===== src/hdl/stsu_pkg.sv =====
`timescale 1ns / 1ps

package stsu_pkg;

    localparam int CFG_IDX_W  = 2;
    localparam int CFG_DATA_W = 11;
    localparam int DLEN_W     = 11;
    localparam int LAYOUT_W   = 2;
    localparam int GAIN_W     = 16;

    typedef enum logic [CFG_IDX_W-1:0] {
        CFG_MODE   = 2'd0,
        CFG_LAYOUT = 2'd1,
        CFG_DELAY  = 2'd2
    } cfg_index_t;

    typedef enum logic {
        MODE_MATRIX = 1'b0,
        MODE_DELAY  = 1'b1
    } mode_t;

    localparam logic [LAYOUT_W-1:0] LAYOUT_FOUR       = 2'd0;
    localparam logic [LAYOUT_W-1:0] LAYOUT_SIX        = 2'd1;
    localparam logic [LAYOUT_W-1:0] LAYOUT_EIGHT      = 2'd2;
    localparam logic [LAYOUT_W-1:0] LAYOUT_EIGHT_ALT  = 2'd3;

    localparam logic [DLEN_W-1:0] DELAY_LENGTH_RESET = 11'd480;

    // Q1.15 gains
    localparam logic signed [GAIN_W-1:0] G_080  = 16'sd26214;
    localparam logic signed [GAIN_W-1:0] G_060  = 16'sd19661;
    localparam logic signed [GAIN_W-1:0] G_0707 = 16'sd23167;
    localparam logic signed [GAIN_W-1:0] G_030  = 16'sd9830;
    localparam logic signed [GAIN_W-1:0] G_070  = 16'sd22938;
    localparam logic signed [GAIN_W-1:0] G_020  = 16'sd6554;

    typedef struct packed {
        logic rd;
        logic wr;
        logic step;
    } dly_req_t;

    typedef struct packed {
        mode_t mode;
        logic  six;
        logic  eight;
    } cfg_flags_t;

endpackage


===== src/hdl/stsu_in_if.sv =====
`timescale 1ns / 1ps

interface stsu_in_if #(
    parameter int SAMPLE_BITS = 24
);
    logic                          valid;
    logic                          ready;
    logic signed [SAMPLE_BITS-1:0] left;
    logic signed [SAMPLE_BITS-1:0] right;
    logic                          block_last;

    modport source (
        output valid,
        output left,
        output right,
        output block_last,
        input  ready
    );

    modport sink (
        input  valid,
        input  left,
        input  right,
        input  block_last,
        output ready
    );
endinterface


===== src/hdl/stsu_out_if.sv =====
`timescale 1ns / 1ps

interface stsu_out_if #(
    parameter int SAMPLE_BITS = 24
);
    logic                          valid;
    logic                          ready;
    logic signed [SAMPLE_BITS-1:0] front_left;
    logic signed [SAMPLE_BITS-1:0] front_right;
    logic signed [SAMPLE_BITS-1:0] center;
    logic signed [SAMPLE_BITS-1:0] low_frequency;
    logic signed [SAMPLE_BITS-1:0] surround_left;
    logic signed [SAMPLE_BITS-1:0] surround_right;
    logic signed [SAMPLE_BITS-1:0] rear_left;
    logic signed [SAMPLE_BITS-1:0] rear_right;
    logic                          block_last_out;

    modport source (
        output valid,
        output front_left,
        output front_right,
        output center,
        output low_frequency,
        output surround_left,
        output surround_right,
        output rear_left,
        output rear_right,
        output block_last_out,
        input  ready
    );

    modport sink (
        input  valid,
        input  front_left,
        input  front_right,
        input  center,
        input  low_frequency,
        input  surround_left,
        input  surround_right,
        input  rear_left,
        input  rear_right,
        input  block_last_out,
        output ready
    );
endinterface


===== src/hdl/stsu_mix.sv =====
`timescale 1ns / 1ps

module stsu_mix
    import stsu_pkg::*;
#(
    parameter int SAMPLE_BITS = 24
) (
    input  logic                          clk,
    input  logic                          rst_n,
    stsu_in_if.sink                       stereo,
    stsu_out_if.source                    surround,
    input  logic                          cleared,
    input  cfg_flags_t                    flags,
    input  logic signed [SAMPLE_BITS:0]   in_sum,
    input  logic signed [SAMPLE_BITS-1:0] delay_q,
    output logic                          accept
);

    localparam int SB     = SAMPLE_BITS;
    localparam int PROD_W = SB + 17;
    localparam int ACC_W  = PROD_W + 1;
    localparam logic signed [ACC_W-1:0] RND    = ACC_W'(16384);
    localparam logic signed [ACC_W-1:0] SMAX_W = ACC_W'({1'b0, {(SB-1){1'b1}}});
    localparam logic signed [ACC_W-1:0] SMIN_W = ~SMAX_W;
    localparam logic signed [SB:0]      ONE_S  = (SB + 1)'(1);

    function automatic logic signed [SB-1:0] round_sat(input logic signed [ACC_W-1:0] acc);
        logic signed [ACC_W-1:0] t;
        t = (acc + RND) >>> 15;
        if (t > SMAX_W)
        begin
            t = SMAX_W;
        end
        else if (t < SMIN_W)
        begin
            t = SMIN_W;
        end
        return t[SB-1:0];
    endfunction

    // x * 0.5 in Q1.15, rounded half up; never saturates
    function automatic logic signed [SB-1:0] half_up(input logic signed [SB-1:0] x);
        logic signed [SB:0] t;
        t = (SB + 1)'(x) + ONE_S;
        return t[SB:1];
    endfunction

    logic en1, en2, en_o;
    logic v1_reg, v1_next;
    logic v2_reg, v2_next;
    logic vo_reg, vo_next;

    logic signed [SB-1:0] l1_reg, r1_reg;
    logic signed [SB:0]   s1_reg;
    cfg_flags_t           f1_reg;
    logic                 last1_reg;

    logic signed [PROD_W-1:0] p_fl_l_reg, p_fl_r_reg, p_fr_l_reg, p_fr_r_reg;
    logic signed [PROD_W-1:0] p_c_reg, p_lfe_reg, p_sl_reg, p_sr_reg;
    logic signed [SB-1:0]     l2_reg, r2_reg, d2_reg;
    cfg_flags_t               f2_reg;
    logic                     last2_reg;
    logic signed [GAIN_W-1:0] g_lfe;

    logic signed [SB-1:0] fl_reg, fr_reg, c_reg, lfe_reg, sl_reg, sr_reg, rl_reg, rr_reg;
    logic signed [SB-1:0] fl_next, fr_next, c_next, lfe_next;
    logic signed [SB-1:0] sl_next, sr_next, rl_next, rr_next;
    logic                 last_o_reg;

    assign en_o   = !vo_reg || surround.ready;
    assign en2    = !v2_reg || en_o;
    assign en1    = !v1_reg || en2;
    assign stereo.ready = en1 && cleared;
    assign accept = stereo.valid && en1 && cleared;

    assign v1_next = en1 ? accept : v1_reg;
    assign v2_next = en2 ? v1_reg : v2_reg;
    assign vo_next = en_o ? v2_reg : vo_reg;

    always_ff @(posedge clk or negedge rst_n)
    begin
        if (!rst_n)
        begin
            v1_reg <= 1'b0;
            v2_reg <= 1'b0;
            vo_reg <= 1'b0;
        end
        else
        begin
            v1_reg <= v1_next;
            v2_reg <= v2_next;
            vo_reg <= vo_next;
        end
    end

    always_ff @(posedge clk)
    begin
        if (accept)
        begin
            l1_reg    <= stereo.left;
            r1_reg    <= stereo.right;
            s1_reg    <= in_sum;
            f1_reg    <= flags;
            last1_reg <= stereo.block_last;
        end
    end

    assign g_lfe = (f1_reg.mode == MODE_DELAY) ? G_020 : G_030;

    always_ff @(posedge clk)
    begin
        if (v1_reg && en2)
        begin
            p_fl_l_reg <= PROD_W'(l1_reg) * PROD_W'(G_080);
            p_fl_r_reg <= PROD_W'(r1_reg) * PROD_W'(G_060);
            p_fr_l_reg <= PROD_W'(l1_reg) * PROD_W'(G_060);
            p_fr_r_reg <= PROD_W'(r1_reg) * PROD_W'(G_080);
            p_c_reg    <= PROD_W'(s1_reg) * PROD_W'(G_0707);
            p_lfe_reg  <= PROD_W'(s1_reg) * PROD_W'(g_lfe);
            p_sl_reg   <= PROD_W'(l1_reg) * PROD_W'(G_070);
            p_sr_reg   <= PROD_W'(r1_reg) * PROD_W'(G_070);
            l2_reg     <= l1_reg;
            r2_reg     <= r1_reg;
            d2_reg     <= delay_q;
            f2_reg     <= f1_reg;
            last2_reg  <= last1_reg;
        end
    end

    always_comb
    begin
        c_next   = round_sat(ACC_W'(p_c_reg));
        lfe_next = round_sat(ACC_W'(p_lfe_reg));
        sl_next  = '0;
        sr_next  = '0;
        rl_next  = '0;
        rr_next  = '0;
        if (f2_reg.mode == MODE_DELAY)
        begin
            fl_next = l2_reg;
            fr_next = r2_reg;
            if (f2_reg.six)
            begin
                sl_next = half_up(d2_reg);
                sr_next = half_up(d2_reg);
            end
        end
        else
        begin
            fl_next = round_sat(ACC_W'(p_fl_l_reg) + ACC_W'(p_fl_r_reg));
            fr_next = round_sat(ACC_W'(p_fr_l_reg) + ACC_W'(p_fr_r_reg));
            if (f2_reg.six)
            begin
                sl_next = round_sat(ACC_W'(p_sl_reg));
                sr_next = round_sat(ACC_W'(p_sr_reg));
            end
            if (f2_reg.eight)
            begin
                rl_next = half_up(l2_reg);
                rr_next = half_up(r2_reg);
            end
        end
    end

    always_ff @(posedge clk)
    begin
        if (v2_reg && en_o)
        begin
            fl_reg     <= fl_next;
            fr_reg     <= fr_next;
            c_reg      <= c_next;
            lfe_reg    <= lfe_next;
            sl_reg     <= sl_next;
            sr_reg     <= sr_next;
            rl_reg     <= rl_next;
            rr_reg     <= rr_next;
            last_o_reg <= last2_reg;
        end
    end

    assign surround.valid          = vo_reg;
    assign surround.front_left     = fl_reg;
    assign surround.front_right    = fr_reg;
    assign surround.center         = c_reg;
    assign surround.low_frequency  = lfe_reg;
    assign surround.surround_left  = sl_reg;
    assign surround.surround_right = sr_reg;
    assign surround.rear_left      = rl_reg;
    assign surround.rear_right     = rr_reg;
    assign surround.block_last_out = last_o_reg;

endmodule


===== src/flat_wrapper.sv =====
// flat-port wrapper written by rule: the top's interface ports become plain ports
module stsu_mix_flat import stsu_pkg::*;
#(
    parameter int SAMPLE_BITS = 24
)
  (clk, rst_n, cleared, flags, in_sum, delay_q, accept, stereo_valid, stereo_left, stereo_right, stereo_block_last, stereo_ready, surround_valid, surround_front_left, surround_front_right, surround_center, surround_low_frequency, surround_surround_left, surround_surround_right, surround_rear_left, surround_rear_right, surround_block_last_out, surround_ready);
  stsu_in_if #(.SAMPLE_BITS(SAMPLE_BITS)) stereo_i ();
  stsu_out_if #(.SAMPLE_BITS(SAMPLE_BITS)) surround_i ();
  input  logic clk;
  input  logic rst_n;
  input  logic cleared;
  input  cfg_flags_t flags;
  input  logic signed [SAMPLE_BITS:0] in_sum;
  input  logic signed [SAMPLE_BITS-1:0] delay_q;
  output logic accept;
  input wire logic [$bits(stereo_i.valid)-1:0] stereo_valid;
  input wire logic [$bits(stereo_i.left)-1:0] stereo_left;
  input wire logic [$bits(stereo_i.right)-1:0] stereo_right;
  input wire logic [$bits(stereo_i.block_last)-1:0] stereo_block_last;
  output wire logic [$bits(stereo_i.ready)-1:0] stereo_ready;
  output wire logic [$bits(surround_i.valid)-1:0] surround_valid;
  output wire logic [$bits(surround_i.front_left)-1:0] surround_front_left;
  output wire logic [$bits(surround_i.front_right)-1:0] surround_front_right;
  output wire logic [$bits(surround_i.center)-1:0] surround_center;
  output wire logic [$bits(surround_i.low_frequency)-1:0] surround_low_frequency;
  output wire logic [$bits(surround_i.surround_left)-1:0] surround_surround_left;
  output wire logic [$bits(surround_i.surround_right)-1:0] surround_surround_right;
  output wire logic [$bits(surround_i.rear_left)-1:0] surround_rear_left;
  output wire logic [$bits(surround_i.rear_right)-1:0] surround_rear_right;
  output wire logic [$bits(surround_i.block_last_out)-1:0] surround_block_last_out;
  input wire logic [$bits(surround_i.ready)-1:0] surround_ready;
  assign stereo_i.valid = stereo_valid;
  assign stereo_i.left = stereo_left;
  assign stereo_i.right = stereo_right;
  assign stereo_i.block_last = stereo_block_last;
  assign stereo_ready = stereo_i.ready;
  assign surround_valid = surround_i.valid;
  assign surround_front_left = surround_i.front_left;
  assign surround_front_right = surround_i.front_right;
  assign surround_center = surround_i.center;
  assign surround_low_frequency = surround_i.low_frequency;
  assign surround_surround_left = surround_i.surround_left;
  assign surround_surround_right = surround_i.surround_right;
  assign surround_rear_left = surround_i.rear_left;
  assign surround_rear_right = surround_i.rear_right;
  assign surround_block_last_out = surround_i.block_last_out;
  assign surround_i.ready = surround_ready;
  stsu_mix #(.SAMPLE_BITS(SAMPLE_BITS)) u_core (.clk(clk), .rst_n(rst_n), .stereo(stereo_i), .surround(surround_i), .cleared(cleared), .flags(flags), .in_sum(in_sum), .delay_q(delay_q), .accept(accept));
endmodule

===== config.mk =====
export PLATFORM = sky130hd
export DESIGN_NAME = stsu_mix_flat
export DESIGN_NICKNAME = d
export VERILOG_FILES = /design/src/hdl/stsu_pkg.sv /design/src/hdl/stsu_in_if.sv /design/src/hdl/stsu_out_if.sv /design/src/hdl/stsu_mix.sv /design/src/flat_wrapper.sv
export SDC_FILE = /design/constraint.sdc
export NUM_CORES = 2
export LEC_CHECK = 0
export CAP_MARGIN = 20
export CELL_PAD_IN_SITES_DETAIL_PLACEMENT = 1
export CELL_PAD_IN_SITES_GLOBAL_PLACEMENT = 1
export CORE_AREA = 8 8 598 365
export CTS_CLUSTER_DIAMETER = 50
export DETAILED_ROUTE_END_ITERATION = 8
export DIE_AREA = 0 0 606 373
export DONT_BUFFER_PORTS = 1
export GPL_TIMING_DRIVEN = 0
export PLACE_DENSITY_LB_ADDON = 0.1
export SLEW_MARGIN = 40
export SYNTH_ARGS = -nofsm -noshare
export SYNTH_HDL_FRONTEND = slang
export SYNTH_SLANG_ARGS = --single-unit

===== constraint.sdc =====
create_clock -name clk -period 21.8 [get_ports clk]
set_clock_uncertainty 0.05 [all_clocks]
set_input_delay 1.09 -clock clk [delete_from_list [all_inputs] [get_ports clk]]
set_output_delay 1.09 -clock clk [all_outputs]
set_load 0.03 [all_outputs]

==> impl_results.md <==
* # resized after CTS at 0
* Die area at 0.226 mm2
* Most frequent cells in the layout: inv_1 (2094), fa_1 (1257), ha_1 (1108), edfxtp_1 (603), nor2_1 (318)
* Hold Startpoint: u_core.last2_reg
* Wire per inst at 23.6 um
* CP Data Required Time at 22.23 ns
* Via Count at 56100
* Crit path arrival time at 9.77 ns
* Reg2reg setup slack at 12.45 ns
* Clk_lat worst skew at 0.72 ns
* Die width at 606 um
* Distinct cells, synth at 108
* Crit start category: flip-flop
* Max cap viols at 0
* First-pass iteration count of the detailed router at 5
* Core Util, Final at 43.4%
* # H-tree levels at 3
* Finish-stage setup viols at 0
* Ys async rst share at 0.495%
* DR vias/cell at 5.08
* Fin crit share at 42.9%
* Fill cells at 23100
* Pre-CTS setup slack at 12.49 ns
* Setup crit start: u_core.f1_reg[2]
* Yosys Warn Count at 0
* First-pass GRT wire length at 394 mm
* Num rows at 131
* Largest net degree at the start of global routing at 45
* Gpl congestion at 0.880
* Final Worst Setup Slack at 12.45 ns
* Layout cell share with drive strength beyond 1 at 5.08%
* Clock Sinks at 606
* CP max stage cell: clkbuf_1
* Clock-pin slew of the registers on the worst-case setup and hold paths at 0.06 ns
* Vias in the first global route at 61700
* Register area at 0.0182 mm2
* Initial cell density of the core at 39.5%
* 1st-iter DRT viols at 3471
* Number of flops mapped to enable cells by yosys at 603
* Total wire length at 261 mm
* DRC violations left at 0
* Worst path max stage delay at 0.64 ns
* Max Clock Freq at 107 MHz
* TritonCTS clock tree: done
* Rel. slew slack at 34.5%
* Post-synth top flop: edfxtp_1
* P&R area growth vs syn at 9.69%
* HPWL after detailed placement at 226 mm
* Hold crit path type: reg2reg
* Area leader, netlist: fa_1
* Num ports at 302
* Final worst path period need at 9.35 ns
* Syn avg cell area at 10.4 um2
* Register area share after synthesis at 21.9%
* Final Instance Area at 0.0912 mm2
* Initial antenna violation count at 12
* Placement Cell Area at 0.0881 mm2
* Final hold violations at 0
* Core area at 0.210 mm2
* Fin nets at 10700
* Setup TNS Final at 0 ns
* Post-synth top area share at 30.3%
* Inserted Clock Buffers at 83
* GRT overflow at 0
* Mapped Area at 0.0831 mm2
* Cell mode on critical path: inv_1
* Clock root buffer: clkbuf_16
* #FFs+latches synth at 606
* Least-Margin Pin Slew at 0.978 ns
* Final Max Tran Viols at 0
* # port buffers at 0
* Mapped Cells at 7976
* RSZ-0062 raised after global routing: false
* Die H at 373 um
* Top cells by area, synth: fa_1 (30%), edfxtp_1 (22%), ha_1 (17%)
* Worst setup EP type: flip-flop
* Status: finished clean
* Critical path class: reg2reg
* All-Layer GR Usage at 23.2%
* Clock Path Buffers at 3
* Multi-input gate area at 0.0568 mm2
* RR Startpoint: u_core.f1_reg[2]
* Most common cell after layout, fill and taps aside: inv_1
* Final ANT Viol Nets at 0
* CP max FO at 10
==> through the flow <==
| stage | hold WS, ns | cells |
|---|---|---|
| after CTS | 0.303 | 11000 |
| after detailed placement | 0.356 | 10900 |
| after global placement | 0.356 | 10800 |
| after global routing | 0.324 | 11100 |
| after floorplan | 0.350 | 7998 |
| final | 0.370 | 11100 |
==> critical path: cells and delay by family, from the launching register on <==
family | cells | cell delay (ns)
flops | 1 | 0.56
xor+xnor | 1 | 0.28
compound gates | 11 | 2.82
simple gates | 2 | 0.62
fa+ha+maj | 7 | 3.11
buf+inv | 8 | 1.65
==> timing repair <==
| action | 4_1_cts | 5_1_grt |
|---|---|---|
| setup buffers | 0 | 0 |
| endpoints found under the setup margin | 0 | 0 |
| hold buffers | 1 | 0 |
| hold endpoints to repair | 3 | 0 |
==> synthesized netlist by cell type (all sizes together) (26+ instances only) <==
master     n
xor2     188
and3      64
fa      1257
edfxtp   603
o21ai    227
nor2     320
or2       45
or3       26
a31oi     42
o21a      44
buf       30
o211ai    47
nor2b     62
ha      1108
inv     2097
nand4     55
a21oi    248
a21o     113
nor3      85
clkbuf    74
nand2b    58
nand2    331
and2      50
xnor2    319
nand3    173
o21bai    34
==> final cells by class <==
cell class | instances | area share [%]
antenna | 17 | 0.0467
tap | 2793 | 3.83
buffer | 104 | 0.520
clock buffer | 91 | 2.32
timing repair buffer | 98 | 1.53
sequential | 606 | 19.9
clock inverter | 62 | 0.828
multi-input combinational | 5191 | 62.3
inverter | 2097 | 8.64
==> final timing paths <==
kind	depth (start not counted)	end
min reg2reg	0	u_core.surround.block_last_out
max in group asynchronous	1	u_core.v2_reg
min	0	u_core.surround.block_last_out
max	29	u_core.p_lfe_reg[39]
min in group asynchronous	1	u_core.surround.valid
max reg2reg	29	u_core.p_lfe_reg[39]
==> layer usage <==
layer  vias to the layer above  wire length [um]  global-route usage, %
met2                      1241            107000                   33.5
met5                         -               596                   1.63
li1                      25900                 -                      -
met4                        16              8160                   6.44
met1                     28700            127000                   34.0
met3                       247             18700                   6.25
==> kinds of logic (layout without fill, tap and decap cells) <==
| kind of cell | after synthesis | in the layout | synth area share (%) |
|---|---|---|---|
| flops | 606 | 606 | 21.9 |
| fa+ha+maj | 2366 | 2366 | 47.0 |
| buf+inv | 2201 | 2452 | 10.0 |
| mux | 10 | 10 | 0.128 |
| compound gates | 965 | 965 | 7.75 |
| xor+xnor | 507 | 507 | 5.35 |
| other cells | 2 | 41 | 0.00904 |
| simple gates | 1319 | 1319 | 7.88 |
Power is left out: the tool's default activity adds up to more than one toggle a clock period on the data nets, which glitch-free logic cannot reach.
